$ cat src/rtl/dsabd_pkg.sv
// ----------------------------------------------------------------------------
// dsabd_pkg
// Shared widths, register map and reset values for the detection score
// argmax and box decode block.
// ----------------------------------------------------------------------------
package dsabd_pkg;

  localparam int COORD_W   = 16;   // Q12.4 input geometry
  localparam int SCORE_W   = 16;   // Q0.16 scores
  localparam int CLASS_W   = 7;
  localparam int PAD_W     = 12;
  localparam int SCALE_W   = 24;   // Q8.16
  localparam int EDGE_W    = 21;   // signed Q16.4 output
  localparam int EDGE_IN_W = 19;   // signed edge in 1/32 pixel, padding removed

  localparam int APB_AW    = 4;
  localparam int APB_DW    = 32;

  localparam int MAX_CLASSES_DEF = 128;

  localparam logic [SCORE_W-1:0] THRESHOLD_RST = 16'd32768;
  localparam logic [PAD_W-1:0]   PAD_RST       = 12'd0;
  localparam logic [SCALE_W-1:0] SCALE_RST     = 24'd65536;

  typedef enum logic [1:0] {
    REG_THRESHOLD = 2'd0,
    REG_PAD_X     = 2'd1,
    REG_PAD_Y     = 2'd2,
    REG_INV_SCALE = 2'd3
  } reg_idx_t;

endpackage

$ cat src/rtl/dsabd_edge_map.sv
// ----------------------------------------------------------------------------
// dsabd_edge_map
// Scales one padded-removed edge by the inverse scale, rounds half up to
// Q16.4 and saturates to the signed 21-bit range.
// ----------------------------------------------------------------------------
module dsabd_edge_map (
  input  logic signed [dsabd_pkg::EDGE_IN_W-1:0] edge_in,
  input  logic        [dsabd_pkg::SCALE_W-1:0]   inv_scale,
  output logic signed [dsabd_pkg::EDGE_W-1:0]    edge_out
);

  localparam int PROD_W = dsabd_pkg::EDGE_IN_W + dsabd_pkg::SCALE_W + 1;
  localparam int SHIFT  = 17;
  localparam int Q_W    = PROD_W - SHIFT;

  localparam logic signed [Q_W-1:0] Q_MAX = Q_W'((1 << (dsabd_pkg::EDGE_W - 1)) - 1);
  localparam logic signed [Q_W-1:0] Q_MIN = -Q_W'(1 << (dsabd_pkg::EDGE_W - 1));

  logic signed [PROD_W-1:0] prod;
  logic signed [PROD_W-1:0] rounded;
  logic signed [Q_W-1:0]    quot;

  always_comb begin
    prod    = edge_in * $signed({1'b0, inv_scale});
    rounded = prod + PROD_W'(1 << (SHIFT - 1));
    quot    = rounded[PROD_W-1:SHIFT];
    if (quot > Q_MAX) begin
      edge_out = Q_MAX[dsabd_pkg::EDGE_W-1:0];
    end else if (quot < Q_MIN) begin
      edge_out = Q_MIN[dsabd_pkg::EDGE_W-1:0];
    end else begin
      edge_out = quot[dsabd_pkg::EDGE_W-1:0];
    end
  end

endmodule

$ cat config.mk
export PLATFORM = sky130hd
export DESIGN_NAME = dsabd_edge_map
export DESIGN_NICKNAME = d
export VERILOG_FILES = /design/src/rtl/dsabd_pkg.sv /design/src/rtl/dsabd_edge_map.sv
export SDC_FILE = /design/constraint.sdc
export NUM_CORES = 1
export LEC_CHECK = 0
export ABC_CLOCK_PERIOD_IN_PS = 9300
export BUFFER_PORTS_ARGS = -buffer_cell sky130_fd_sc_hd__buf_4
export CAP_MARGIN = 40
export CORE_UTILIZATION = 55
export DETAILED_ROUTE_END_ITERATION = 8
export PLACE_DENSITY_LB_ADDON = 0.2
export RECOVER_POWER = 100
export SLEW_MARGIN = 20
export SYNTH_ARGS = -nofsm -noshare
export SYNTH_HDL_FRONTEND = slang
export SYNTH_SLANG_ARGS = --single-unit
$ cat constraint.sdc
create_clock -name vclk -period 9.3
set_clock_uncertainty 0.1 [all_clocks]
set_input_delay 0 -clock vclk [all_inputs]
set_output_delay 0 -clock vclk [all_outputs]
set_load 0.005 [all_outputs]
==> summary.md <==
| Metric | Value |
|---|---|
| Mux contribution to synthesized area | 0.1456% |
| IO Count | 64 |
| Tmin final | 8290 ps |
| # nets final | 2303 |
| Unrepaired setup endpoints after global routing | no |
| Crit path largest cell delay | between 800 and 900 ps |
| Slew at the pin closest to its max-slew limit | approximately 1200 ps |
| Post-Synth Adder-Cell Area | approximately three fifths |
| Initial antenna violation count | 0 |
| Number of global-route vias before repair | 12290 |
| Syn_nets | around 2300 |
| Die width | 169.7 um |
| Largest net degree at the start of global routing | 27 |
| DRT Wirelength | 38630 um |
| Synth top area cells | fa_1 (48%), ha_1 (13%), inv_1 (9.3%) |
| CP dominant cell by count | fa_1 |
| Clkbuf count | 0 |
| Worst path bufs/invs | 4 |
| Register area share after synthesis | 0% |
| Drt via density | around 5.5 |
| Global Route Usage Sum | 28.14% |
| Core Area | about 28000 sq um |
| Critical path type | input pin to output port |
| Syn Inst Count | 1740 |
| Post-CTS setup buffers | 0 |
| Setup crit end kind | output port |
| Final ANT Viol Nets | 0 |
| Main combinational cell family by area after synthesis | adder cells |
| Final worst-path cycle share | 89.14% |
| Synth unique cells | 56 |
| Compound-cell area share of the yosys netlist | 6.618% |
| Hold_buf cts | 0 |
| Crit path DAT | 8190 ps |
| Initial core utilization | 55.82% |
| FMAX | 120.6 MHz |
| Slew Limit Fails | 0 |
| TNS Setup | 0 ps |
| Mean area per synthesized cell | 8.889 sq um |
| Die Area | between 20000 and 30000 sq um |
| GP Congestion | 0.8991 |
| IO Port Bufs | 64 |
| First-pass DRT Iterations | 5 |
| Outcome | finished clean |
| Critical Path Start Type | input pin |
| Yosys warning total | 0 |
| Area leader, netlist | fa_1 |
| Type of the tightest min-delay check | input pin to output port |
| Final hold violations | 0 |
| Reg area | 0 sq um |
| DR iter-0 viols | 772 |
| Critical path fanouts, max | 24 |
| Max cap viols | 0 |
| Simple-gate portion of the synthesized area | 18.16% |
| Layout cell share with drive strength beyond 1 | 4.942% |
| Synth-to-Final Area Change | 3.673% |
| Top-count cell post-synth | inv_1 |
| FP Rows | 61 |
| XOR/XNOR Fraction of Synth Area | 1.634% |
| Die Height | 169.7 um |
| Synth top area share | roughly half |
| Grt total ovfl | 0 |
| First-pass GRT wire length | 62780 um |
| DR WL/cell | roughly 18 um |
| Slew HR | between 10% and 20% |
| Commonest cells in the netlist | inv_1 (385), fa_1 (373), nand2_1 (258), and2_1 (217), ha_1 (165) |
| Fill count | 2562 |
| Data required time of the worst path | 9200 ps |
| # diodes | 0 |
| Setup-failing EPs final | 0 |
| DP HPWL | about 30000 um |
| CTS resizes | 0 |
| DRC errors left | 0 |
| Seq cells | 0 |
| Critical Path, Cell by Cell | clkbuf_1 > and2_1 > fa_1 > fa_1 > inv_1 > fa_1 > inv_1 > fa_1 > fa_1 > fa_1 > fa_1 > ha_1 > nand2_2 > or4_1 > a211o_1 > a2111oi_4 > a31oi_4 > o311ai_4 > nand2_1 > o31ai_4 > and3_1 > buf_4 |
| CP top delay family | adder cells |
| Synthesized area | about 15000 sq um |
| Vias | 11560 |
| Critical-path top delay cell | clkbuf_1 |
==> layout make-up <==
type	count	area [sq um]	area share [%]
Inverter	385	1445	9.013
Tap cell	378	473.0	2.950
Timing Repair Buffer	65	484.2	3.020
Multi-Input combinational cell	1270	13630	85.02
==> worst min-delay path, delay by kind of cell <==
kind                   cells  cell delay, ps
AO/OA/AOI/OAI              4             430
buffers and inverters      2             300
XOR/XNOR                   1             170
AND/OR/NAND/NOR            2             160
==> cell families after synthesis <==
family,Yosys count
XOR/XNOR,28
buffers and inverters,470
adder cells (fa/ha/maj),538
multiplexers,2
AO/OA/AOI/OAI,142
AND/OR/NAND/NOR,560
==> path summary, 6_finish.rpt <==
check | from | to | depth (start not counted)
worst max-delay path | edge_in[3] | edge_out[12] | 22
worst min-delay path | inv_scale[0] | edge_out[0] | 9
==> cells in the final DEF (no fill, tap or decap), types with 3 or more instances in the layout <==
master and count:
inv_1 385, fa_1 373, nand2_1 258, and2_1 217
ha_1 165, buf_4 53, a21oi_1 35, o21ai_0 23
nor2_1 23, a21o_1 19, xnor2_1 18, nor2b_1 16
clkbuf_4 11, nand4_1 10, xor2_1 10, nand2b_1 9
a31oi_1 9, o21a_1 8, a211oi_1 8, nand3_1 6
or3_1 4, or2_2 4, o211ai_1 4, a21o_2 4
o21bai_1 3, a221oi_1 3, and3_1 3
==> per-stage QoR <==
step / hold WS, ps / instances / cell area, sq um / worst slack (ps) / util (%)
after floorplan: 452.7 / 1740 / 15470 / 2269 / -
after global placement: 945.4 / 2098 / 16050 / 1797 / 57.91
after detailed placement: 926.5 / 2098 / 16050 / 1704 / 57.91
after CTS: 928.0 / 2098 / 16050 / 1681 / 57.91
after global routing: 1046 / 2098 / 16030 / 697.5 / 57.87
final: 971.8 / 2098 / 16030 / 1010 / 57.87
==> metal layers <==
layer | track usage [%] | vias up | part of all wire, %
met4 | 11.95 | 0 | 5.0
met3 | 0.9562 | 93 | 4.5
met5 | 0 | - | 0
met2 | 50.21 | 374 | 51
li1 | - | 5134 | -
met1 | 35.88 | 5962 | 39
Power is left out: the tool's default activity adds up to more than one toggle a clock period on the data nets, which glitch-free logic cannot reach.
